--- src/hw/rtl/ssi_pkg.sv ---
`default_nettype none

package ssi_pkg;

	localparam int MAX_ELEMENTS = 1024;
	localparam int IDX_W        = $clog2(MAX_ELEMENTS);
	localparam int CNT_W        = $clog2(MAX_ELEMENTS + 1);
	localparam int ELEM_W       = 10;
	localparam int KIND_W       = 2;
	localparam int UNIV_W       = 11;
	localparam int CMP_W        = ELEM_W + UNIV_W + CNT_W;
	localparam int S_TDATA_W    = ((ELEM_W + 7) / 8) * 8;
	localparam int M_TDATA_W    = ((CNT_W + 7) / 8) * 8;
	localparam int UNIV_RESET   = 1024;

	localparam logic [KIND_W-1:0] KIND_INSERT = 2'd0;
	localparam logic [KIND_W-1:0] KIND_QUERY  = 2'd1;
	localparam logic [KIND_W-1:0] KIND_CLEAR  = 2'd2;

	typedef struct packed {
		logic             capture;
		logic             dense_rd;
		logic             commit;
		logic             init_wr;
		logic [IDX_W-1:0] init_addr;
	} ssi_cmd_t;

	typedef struct packed {
		logic out_free;
	} ssi_sts_t;

endpackage

`default_nettype wire

--- src/hw/rtl/ssi_ctrl.sv ---
`default_nettype none

module ssi_ctrl
	import ssi_pkg::*;
(
	input  wire logic     clk,
	input  wire logic     arst_n,
	input  wire logic     s_tvalid,
	output logic          s_tready,
	input  wire ssi_sts_t sts,
	output ssi_cmd_t      cmd
);

	typedef enum logic [1:0] {
		ST_INIT,
		ST_IDLE,
		ST_DENSE,
		ST_EVAL
	} state_t;

	state_t           state_q;
	logic [IDX_W-1:0] init_cnt_q;

	always_ff @(posedge clk or negedge arst_n) begin
		if (!arst_n) begin
			state_q    <= ST_INIT;
			init_cnt_q <= '0;
		end else begin
			unique case (state_q)
				ST_INIT: begin
					init_cnt_q <= init_cnt_q + 1'b1;
					if (init_cnt_q == IDX_W'(MAX_ELEMENTS - 1)) begin
						state_q <= ST_IDLE;
					end
				end
				ST_IDLE: begin
					if (s_tvalid) begin
						state_q <= ST_DENSE;
					end
				end
				ST_DENSE: begin
					state_q <= ST_EVAL;
				end
				ST_EVAL: begin
					if (sts.out_free) begin
						state_q <= ST_IDLE;
					end
				end
				default: begin
					state_q <= ST_INIT;
				end
			endcase
		end
	end

	assign s_tready = (state_q == ST_IDLE);

	always_comb begin
		cmd           = '0;
		cmd.init_addr = init_cnt_q;
		cmd.init_wr   = (state_q == ST_INIT);
		cmd.capture   = (state_q == ST_IDLE) && s_tvalid;
		cmd.dense_rd  = (state_q == ST_DENSE);
		cmd.commit    = (state_q == ST_EVAL) && sts.out_free;
	end

endmodule

`default_nettype wire

--- config.mk ---
export PLATFORM = sky130hd
export DESIGN_NAME = ssi_ctrl
export DESIGN_NICKNAME = d
export VERILOG_FILES = /design/src/hw/rtl/ssi_pkg.sv /design/src/hw/rtl/ssi_ctrl.sv
export SDC_FILE = /design/constraint.sdc
export NUM_CORES = 1
export LEC_CHECK = 0
export ABC_CLOCK_PERIOD_IN_PS = 2250
export BUFFER_PORTS_ARGS = -buffer_cell sky130_fd_sc_hd__clkbuf_2
export CAP_MARGIN = 20
export CORE_MARGIN = 8
export CORE_UTILIZATION = 29
export CTS_BUF_LIST = sky130_fd_sc_hd__clkbuf_4 sky130_fd_sc_hd__clkbuf_8
export CTS_CLUSTER_DIAMETER = 50
export CTS_CLUSTER_SIZE = 25
export DETAILED_ROUTE_END_ITERATION = 16
export SETUP_SLACK_MARGIN = 0.2
export SLEW_MARGIN = 20
export SYNTH_ARGS = -nofsm -noshare
export SYNTH_HDL_FRONTEND = slang
export SYNTH_SLANG_ARGS = --single-unit
--- constraint.sdc ---
create_clock -name clk -period 2.25 [get_ports clk]
set_input_delay 0.1125 -clock clk [delete_from_list [all_inputs] [get_ports clk]]
set_output_delay 0.1125 -clock clk [all_outputs]
set_load 0.1 [all_outputs]
# --- Word level (Yosys, flattened, before mapping) ---
# Cells that the tools add are included.
word_totals:
  word_cells: 18
  output_inout_bits: 15
  in_bits: 4
  register_bits: 12
op_classes:
  eq_ne: 7
  n_reduce_logical: 4
  n_mux: 4
  n_addsub: 1
op_table:
  columns: ["cell", "count"]
  rows:
  - ["adder 10 x 1 -> 10 bit (second input constant)", 1]
  - ["equality test 10 bit (second input constant)", 1]
  - ["case mux 2 bit (4 select lines)", 1]
  - ["2-to-1 mux 2 bit", 3]
  - ["equality test 2 bit (second input constant)", 2]
  - ["!= test 2 bit (second input constant)", 2]
  - ["AND reduction 3 bit", 1]
  - ["equality test 2 x 1 -> 1 bit (second input constant)", 1]
  - ["logical AND 1 bit", 2]
  - ["logical NOT 2 bit", 1]
  - ["!= test 2 x 1 -> 1 bit (second input constant)", 1]

# --- Depth between registers and ports, before layout ---
# Gate-level depths: netlist (run 1).
depth:
  word_depth: 3
  depth_mapped: 7
  ltp_nobuf: 6

# --- Least setup slack after synthesis (run 1) ---
# No wires, ideal clock.
synth_timing:
  kind: "reg2reg"
  start: "register state_q[0]"
  end: "register state_q[1]"
  required_ps: 2125
  stages_incl_launch_ff: 7
  slack_ps: -64
  n_path_buf: 1
  setup_time_ps: 125
  synth_period_minus_slack_ps: 2314
  arrival_ps: 2189
  path_cell_list: "dfrtp_1 -> inv_1 -> ha_1 -> buf_4 -> a221oi_1 -> a41oi_2 -> mux2_4"
synth_rtl:
  columns: ["element", "line", "text"]
  rows:
  - ["start, declared", "ssi_ctrl.sv:21", "state_t state_q;"]
  - ["start signal, assigned", "ssi_ctrl.sv:26", "state_q <= ST_INIT;"]
  - ["start signal, assigned", "ssi_ctrl.sv:33", "state_q <= ST_IDLE;"]
  - ["start signal, assigned", "ssi_ctrl.sv:38", "state_q <= ST_DENSE;"]

==> metrics.cfg, run 1 <==
[critical_path]
setup.worst_path.end_class=primary output
crit_path_max_fanout=5
rr_startpoint=state_q[1]$_DFFE_PN0P_
critPathKind=flip-flop to primary output
crit_chain=inv_1 > ha_2 > and2_2 > clkbuf_2
crit_path_max_incr_delay_ns=0.45
crit_slowest_cell=clkbuf_2
cp.arrival_ns=1.59
critical_path.top_delay_family=buffers and inverters
reg2reg_depth=5
critPathRequiredTime_ns=2.14
cp_num_buf_inv=2
r2r_setup_slack_ns=0.71
r2r-end=state_q[1]$_DFFE_PN0P_
start_kind=flip-flop

[clock_tree]
cts_resized=0
ctsHtreeMaxLevel=1
hold_buffers=1
clock_path_buffers=2
clk_latency_ns=0.27
cts.clk_slew.worst_paths_ns=0.07
cts.sink_count=12
root_buffer=clkbuf_4
cts_tree=done
cts_made_buffers=3
post_cts_buffers=0

[placement]
hpwlAfterDp_mm=1.03
place_congestion=0.767
io_buffers=18

[status]
status=completed

[yosys]
synth_fa_ha_area_share_pct=9.84
synth.most_common_cell=dfrtp_1
synth_area_um2=636
yosysTopAreaCellShare_pct=47.2
yosys-mux-area-fraction_pct=5.71
synth_cell_type_count=21
seq_area_frac_synth_pct=47.2
ys_async_sr_fraction_pct=100
synthSimpleGateAreaFrac_pct=16.1
synth-main-ff-cell=dfrtp_1
post_synth_inst_count=53
synth_common_cells=dfrtp_1, ha_1, xor2_1
synth.avg_cell_area_um2=12.0
yosysTopAreaCell=dfrtp_1
synth-seq-cells=12
yosysWarnings=0
synthesis.nets=62
synthXorXnorAreaFrac_pct=12.4
synth_compound_area_share_pct=5.12
yosys-top-cells-area=dfrtp_1, ha_1, xor2_1, xnor2_1, nand3_2
synth_edf_count=0
synth_top_family_by_area=simple AND/OR/NAND/NOR gates

[sta]
worst_pin_slew_ns=0.548
setup_viol=0
tns_ns=0
grt_setup_unrepaired=false
final-hold-violation-count=0
maxSlewHeadroom_pct=63.6
slew_violations=0
fin_crit_ns=1.70
timing.fmax_mhz=588
skew_ns=0.00252
finalCritPeriodShare_pct=75.6

[drt]
drc=0
dr.pass1.iters=2
routedWlPerCell_um=12.5
vias=448
drt_iter0_drc=10
wl_mm=1.28
viasPerCell=4.35
antenna_left=0

[floorplanning]
rows=17
die_x_um=62.8
dieArea_um2=3950
io_pins=19
core_area_um2=2150
die_y_um=62.8
initial_core_util_pct=29.6

[global_route]
track_usage_pct=7.23
first_global_vias=500
gr-total-overflow=0
grt_pass1_wl_mm=2.24
antenna_found_initial=0
grt_max_degree=13

[cells_and_area]
final_nets=85
syn2layout_area_growth_pct=26.2
layout-drive-gt1-share_pct=46.7
diodes=0

[hold_path]
hp-class=input port to asynchronous set/reset pin

[run]
drv_cap=0

sequential cells by signal (all words and copies together) (netlist names):
| register | cells |
|---|---|
| state_q | 2 |
| init_cnt_q | 10 |
kinds of logic after synthesis:
logic type / Yosys count
and+or+nand+nor: 16
xor gates and xnor gates: 9
AOI/OAI and AO/OA: 3
adders and majority gates: 5
muxes: 3
DFF: 12
buffers and inverters: 5
metrics by stage:
step | util, % | cell area (um^2) | hold slack, ns | setup WS [ns] | instances
6_report | 37.3 | 802 | 0.262 | 0.550 | 103
3_3_place_gp | 35.5 | 762 | 0.0156 | 0.748 | 98
3_5_place_dp | 35.5 | 762 | 0.0231 | 0.708 | 98
2_1_floorplan | - | 644 | -0.183 | 0.274 | 53
5_1_grt | 37.3 | 802 | 0.260 | 0.435 | 103
4_1_cts | 37.3 | 802 | 0.257 | 0.520 | 103
final cells by class:
cell class	count	area (um^2)
tap	28	35.0
clock buffer	4	30.0
sequential	12	303
inverter	4	15.0
multi-input combinational	36	319
fill	224	1350
timing repair buffer	19	100
cell usage in the layout (no fill, tap or decap), types with 2 or more instances in the layout:
cell      instances
clkbuf_2         18
clkbuf_4          4
dfrtp_1          10
dfrtp_2           2
ha_1              3
ha_2              2
inv_1             4
nand2_1           4
nand3_2           2
nor2_1            3
xnor2_1           4
xor2_1            5
metal layers:
| metal | wire, um | track usage [%] | up-vias |
|---|---|---|---|
| li1 | - | - | 221 |
| met1 | 541 | 6.81 | 216 |
| met2 | 644 | 12.5 | 11 |
| met3 | 98 | 5.02 | 0 |
| met4 | 0 | 1.71 | 0 |
| met5 | 0 | 0 | - |
worst register-to-register path: stages (launching register included):
cell and delay, ns:
dfrtp_1 0.40, inv_1 0.08, ha_2 0.20, a221oi_1 0.31
a41oi_2 0.10, mux2_4 0.33
worst max-delay path by stage:
stage                                 from                   endpoint  slack, ns  depth (start not counted)
finish              state_q[1]$_DFFE_PN0P_                    cmd[13]       0.55                          4
floorplan           state_q[0]$_DFFE_PN0P_  init_cnt_q[7]$_DFFE_PN0N_       0.27                          7
global route        state_q[1]$_DFFE_PN0P_                    cmd[13]       0.43                          4
detailed placement  state_q[1]$_DFFE_PN0P_     state_q[1]$_DFFE_PN0P_       0.71                          5
CTS                 state_q[1]$_DFFE_PN0P_                    cmd[13]       0.52                          4
global placement    state_q[1]$_DFFE_PN0P_     state_q[1]$_DFFE_PN0P_       0.75                          5
Power of run 1 is left out: the tool's default activity adds up to more than one toggle a clock period on the data nets, which glitch-free logic cannot reach.
==> run 2: changes to the inputs <==
- ABC_AREA: default -> 1
- ABC_CLOCK_PERIOD_IN_PS: 2250 -> 1590
- clock period: 2.25 -> 1.59 ns (I/O delays scaled with it)
==> metrics.cfg, run 2 <==
[status]
status=completed

[yosys]
synth_common_cells=nand2_1, inv_1, dfrtp_1, ha_1, nand3_1
synth-seq-cells=12  ; unchanged
yosysWarnings=0  ; unchanged
yosysTopAreaCell=dfrtp_1
post_synth_inst_count=77  ; +45%
yosysTopAreaCellShare_pct=44.2  ; -3.0 points
synth-main-ff-cell=dfrtp_1
synth_area_um2=679  ; +6.9%
ys_async_sr_fraction_pct=100  ; unchanged
synthesis.nets=86  ; +39%
synth_edf_count=0  ; unchanged
synth.avg_cell_area_um2=8.82  ; -26%
yosys-top-cells-area=dfrtp_1, nand2_1, ha_1, inv_1, xnor2_1
synth.most_common_cell=nand2_1
synth_cell_type_count=18  ; -14%
seq_area_frac_synth_pct=44.2  ; -3.0 points

[power]
power_density_nw_per_um2=543
p_leak_nw=0.498
ir_drop_mv=0.364

[clock_tree]
clock_path_buffers=2  ; unchanged
cts.sink_count=12  ; unchanged
cts_made_buffers=3  ; unchanged
cts_tree=done
ctsHtreeMaxLevel=1  ; unchanged
root_buffer=clkbuf_4
cts.clk_slew.worst_paths_ns=0.08  ; about the same
clk_latency_ns=0.27  ; about the same

[drt]
wl_mm=1.46  ; +14%
antenna_left=0  ; unchanged
drc=0  ; unchanged
viasPerCell=4.17  ; -4.0%
drt_iter0_drc=16  ; +6
dr.pass1.iters=4  ; +2
vias=551  ; +23%
routedWlPerCell_um=11.0  ; -11%

[sta]
maxSlewHeadroom_pct=63.8  ; +0.19 points
finalCritPeriodShare_pct=86.1
skew_ns=0.00400  ; +0.00148 ns
hold-worst-slack_ns=0.220  ; -0.0417 ns
final-hold-violation-count=0  ; unchanged
timing.fmax_mhz=730
fin_crit_ns=1.37
grt_setup_unrepaired=true
slew_violations=0  ; unchanged
setup_viol=0  ; unchanged
worst_pin_slew_ns=0.545  ; -0.00289 ns

[placement]
io_buffers=18  ; unchanged
hpwlAfterDp_mm=1.08  ; +5.4%
place_congestion=0.787  ; +2.7%

[global_route]
grtUsageMet1_pct=7.26  ; +0.45 points
grt_pass1_wl_mm=2.30  ; +3.1%
track_usage_pct=6.99  ; -0.24 points
antenna_found_initial=0  ; unchanged
grt.busiest_layer=met2
grt_max_degree=13  ; unchanged
use_met3_pct=3.14  ; -1.9 points
first_global_vias=544  ; +8.8%
met2_usage_pct=11.8  ; -0.75 points
gr-total-overflow=0  ; unchanged

[cells_and_area]
largest_reg_flops=10  ; unchanged
multi_input_area_um2=365  ; +15%
n_fill_cell=222  ; -0.89%
syn2layout_area_growth_pct=45.5
final_nets=114  ; +34%
reg.largest.list=init_cnt_q (10), state_q (2)
regMostFlops=init_cnt_q
final_common_cell=nand2_1
layout-drive-gt1-share_pct=54.8  ; +8.1 points
seq_area_um2=319  ; +5.4%
final_core_util_pct=44.7  ; +7.4 points
layout_common_cells=nand2_1, clkbuf_2, inv_1
diodes=0  ; unchanged

[critical_path]
reg2reg_depth=8  ; +3
r2r_setup_slack_ns=0.27  ; -0.44 ns
start_kind=flip-flop
critPathLaunch=state_q[0]$_DFFE_PN0P_
setup.worst_path.end_class=primary output
critPathRequiredTime_ns=1.51  ; -0.63 ns
crit_end=cmd[10]
critPathKind=flip-flop to primary output
cp.arrival_ns=1.29  ; -0.30 ns
crit_path_max_fanout=6  ; +1
r2r-end=state_q[0]$_DFFE_PN0P_
rr_startpoint=init_cnt_q[0]$_DFFE_PN0N_

[floorplanning]
initial_core_util_pct=30.7  ; +1.1 points
core_area_um2=2210  ; +3.0%
dieArea_um2=4150  ; +5.1%
io_pins=19  ; unchanged
die_y_um=64.4  ; +2.5%
die_x_um=64.4  ; +2.5%
rows=17  ; unchanged

[hold_path]
hp-class=input port to asynchronous set/reset pin

[run]
drv_cap=0  ; unchanged

-- run 2: cell types whose count changed in the layout (fill, tap and decap cells not counted), moves of 3 or more --
cell and change:
nand2_1 +14, dfrtp_1 -9, buf_4 +7, dfrtp_2 +7, inv_1 +6, clkbuf_2 -5
inv_2 +4, nand3_1 +4, nor2_4 +4, nor2_1 -3
-- run 2: final cells by class --
type	count	share of cell area, %
timing repair buffer	24	18.1
sequential	12	32.3
inverter	15	6.08
tap	28	3.54
multi-input combinational	49	37.0
clock buffer	4	3.04
-- run 2: routing by layer --
layer  share of wire (%)  vias to the layer above
li1                    -                      284
met2                  53                        8
met5                   0                        -
met3                 4.2                        2
met1                  42                      257
met4                0.62                        0
-- run 2: how the worst min path moves through the flow --
| stage | startpoint | endpoint | slack [ns] |
|---|---|---|---|
| finish | arst_n | init_cnt_q[4]$_DFFE_PN0N_ | 0.22 |
| global route | arst_n | init_cnt_q[1]$_DFFE_PN0N_ | 0.24 |
| CTS | s_tvalid | state_q[1]$_DFFE_PN0P_ | 0.21 |
| detailed placement | arst_n | init_cnt_q[1]$_DFFE_PN0N_ | -0.02 |
| global placement | arst_n | init_cnt_q[1]$_DFFE_PN0N_ | -0.02 |
| floorplan | arst_n | init_cnt_q[2]$_DFFE_PN0N_ | -0.22 |
-- run 2: what timing repair did --
action | CTS | global route
pin swaps | 0 | 2
setup buffers | 1 | 4
resized for setup | 1 | 8
hold buffers | 1 | 0
setup endpoints to repair | 2 | 8
endpoints found under the hold margin | 12 | 0
-- run 2: metrics by stage --
stage                     TNS [ns]  power (mW)  worst slack [ns]  instances  area [um^2]
after floorplan            -0.0353       0.311           -0.0353         77          728
after global placement           0       0.321             0.227        122          880
after detailed placement         0       0.321             0.216        122          880
after CTS                        0       0.541             0.205        128          931
after global routing             0       0.561             0.122        132          988
final                            0       0.537             0.220        132          988
-- run 2: power by group --
group          switching (mW)  internal, mW  total [mW]
clock                   0.106         0.114       0.220
combinational         0.00767       0.00433      0.0120
sequential                  0         0.305       0.305
total                   0.113         0.423       0.537
-- run 2: cells by family (layout without fill, tap and decap cells) --
family,count (synthesis),after routing,share of synthesized area [%]
flops,12,12,44.2
simple gates,34,34,25.8
xor+xnor,6,6,7.74
compound gates,4,4,3.13
fa+ha+maj,5,5,9.21
buf+inv,16,43,9.94
-- run 2: worst max-delay path, cell delays in order, from the launching register on --
cell     delay, ns
dfrtp_2       0.45
inv_2         0.09
ha_4          0.18
buf_4         0.13
buf_12        0.16
Power figures use the tool's default switching activity.
==> run 3: changes to the inputs <==
- CELL_PAD_IN_SITES_DETAIL_PLACEMENT: default -> 1
- CELL_PAD_IN_SITES_GLOBAL_PLACEMENT: default -> 2
- CORE_ASPECT_RATIO: default -> 1.5
- PLACE_DENSITY_LB_ADDON: default -> 0.1
==> metrics.cfg, run 3 (synthesis results as in run 2) <==
[clock_tree]
cts_tree=done
clock_path_buffers=2  ; unchanged
cts.sink_count=12  ; unchanged
ctsHtreeMaxLevel=1  ; unchanged
root_buffer=clkbuf_4
cts.clk_slew.worst_paths_ns=0.08  ; about the same
clk_latency_ns=0.28  ; about the same
cts_made_buffers=3  ; unchanged

[critical_path]
crit_path_max_fanout=6  ; unchanged
crit_slowest_cell=dfrtp_1
critPathKind=flip-flop to primary output
crit_path_max_incr_delay_ns=0.42  ; -0.03 ns
cp.arrival_ns=1.29  ; about the same
start_kind=flip-flop
setup.worst_path.end_class=primary output
critPathRequiredTime_ns=1.51  ; about the same
reg2reg_depth=9  ; +1
crit_chain=inv_2 > ha_4 > buf_4 > buf_12

[drt]
drc=0  ; unchanged
vias=603  ; +9.4%
dr.pass1.iters=2  ; -2
viasPerCell=4.64  ; +11%
routedWlPerCell_um=12.4  ; +12%
drt_iter0_drc=1  ; -15
antenna_left=0  ; unchanged
wl_mm=1.61  ; +11%

[sta]
timing.fmax_mhz=731  ; about the same
final-hold-violation-count=0  ; unchanged
maxSlewHeadroom_pct=63.9  ; +0.074 points
grt_setup_unrepaired=true
hold-worst-slack_ns=0.221  ; +0.00129 ns
worst_pin_slew_ns=0.544  ; -0.00111 ns
finalCritPeriodShare_pct=86.1  ; about the same
slew_violations=0  ; unchanged
fin_crit_ns=1.37  ; -0.000932 ns
skew_ns=0.00553  ; +0.00153 ns
setup_viol=0  ; unchanged

[global_route]
gr-total-overflow=0  ; unchanged
grt_pass1_wl_mm=2.68  ; +16%
track_usage_pct=8.00  ; +1.0 points
first_global_vias=630  ; +16%
grt_max_degree=13  ; unchanged
antenna_found_initial=0  ; unchanged

[placement]
placed_cell_area_um2=873  ; -0.71%
hpwlAfterDp_mm=1.25  ; +15%
io_buffers=18  ; unchanged
place_congestion=0.665  ; -15%
placedCellCount=117  ; -4.1%

[run]
drv_cap=0  ; unchanged

[power]
p_int_mw=0.448  ; +5.9%
clkPwrFrac_pct=44.0  ; +3.0 points
ir_drop_mv=0.244  ; -33%
power_density_nw_per_um2=567  ; +4.5%
sequentialPowerShare_pct=53.8  ; -3.0 points
finalPower_mw=0.566  ; +5.5%
swShare_pct=20.8  ; -0.28 points
p_comb_share_pct=2.2  ; about the same
switchingPower_mw=0.118  ; +4.1%
p_leak_nw=0.513  ; +3.0%

[cells_and_area]
layout_common_cells=nand2_1, clkbuf_2, inv_1
final_common_cell=nand2_1
layout-drive-gt1-share_pct=54.2  ; -0.60 points
instances_no_fill=130  ; -1.5%
reg.largest.list=init_cnt_q (10), state_q (2)
n_fill_cell=268  ; +21%
final_nets=117  ; +2.6%
regMostFlops=init_cnt_q
diodes=0  ; unchanged
design_area_um2=998  ; +1.0%
syn2layout_area_growth_pct=47.0
largest_reg_flops=10  ; unchanged

[floorplanning]
io_pins=19  ; unchanged
initial_core_util_pct=30.4  ; -0.29 points
die_y_um=75.3  ; +17%
rows=21  ; +4
die_x_um=55.5  ; -14%
dieArea_um2=4180  ; +0.78%
core_area_um2=2230  ; +0.96%

[hold_path]
hp-class=input port to asynchronous set/reset pin

[status]
status=completed

run 3: stage by stage:
step / TNS, ns / worst slack, ns / util [%]
finish: 0 / 0.221 / 44.7
detailed placement: 0 / 0.182 / 39.1
CTS: 0 / 0.196 / 42.4
global route: 0 / 0.150 / 44.7
floorplan: -0.0353 / -0.0353 / -
global placement: 0 / 0.195 / 39.1
run 3: path summary, 6_finish.rpt:
kind,start,to,slack [ns]
max reg2reg,state_q[1]$_DFFE_PN0P_,init_cnt_q[9]$_DFFE_PN0N_,0.27
max in group asynchronous,arst_n,init_cnt_q[0]$_DFFE_PN0N_,1.10
min in group clk,s_tvalid,state_q[0]$_DFFE_PN0P_,0.22
min reg2reg,init_cnt_q[4]$_DFFE_PN0N_,init_cnt_q[4]$_DFFE_PN0N_,0.49
min,arst_n,init_cnt_q[1]$_DFFE_PN0N_,0.22
max,state_q[1]$_DFFE_PN0P_,cmd[10],0.22
run 3: layout make-up:
cell class                 instances  area, um^2  share of cell area, %
inverter                          15        60.1                   6.02
multi-input combinational         49         349                   35.0
clock buffer                       4        36.3                   3.63
sequential                        12         319                   32.0
tap                               23        28.8                   2.88
timing repair buffer              27         205                   20.6
run 3: layer usage:
metal / wire (um) / vias to the layer above / global-route usage, %
met5: 0 / - / 0
li1: - / 291 / -
met3: 102 / 4 / 3.37
met4: 23 / 0 / 4.95
met1: 601 / 295 / 7.50
met2: 886 / 13 / 14.2
run 3: timing repair:
item / 4_1_cts / 5_1_grt
endpoints found under the setup margin: 3 / 7
buffers inserted: 3 / 5
pin swaps: 1 / 2
hold buffers: 1 / 0
resized for setup: 2 / 4
endpoints found under the hold margin: 12 / 0
run 3: power groups by stage:
stage | Combinational [mW] | Sequential (mW) | Clock (mW)
after global placement | 0.0105 | 0.311 | 0
after detailed placement | 0.0109 | 0.311 | 0
after CTS | 0.0128 | 0.305 | 0.262
after global routing | 0.0143 | 0.305 | 0.278
after floorplan | 0.000135 | 0.311 | 0
final | 0.0122 | 0.305 | 0.249
run 3: worst max-delay path: cells and delay by family, from the launching register on:
family                     cells  cell delay [ns]
adders and majority gates      1             0.19
DFF                            1             0.42
buffers and inverters          3             0.40
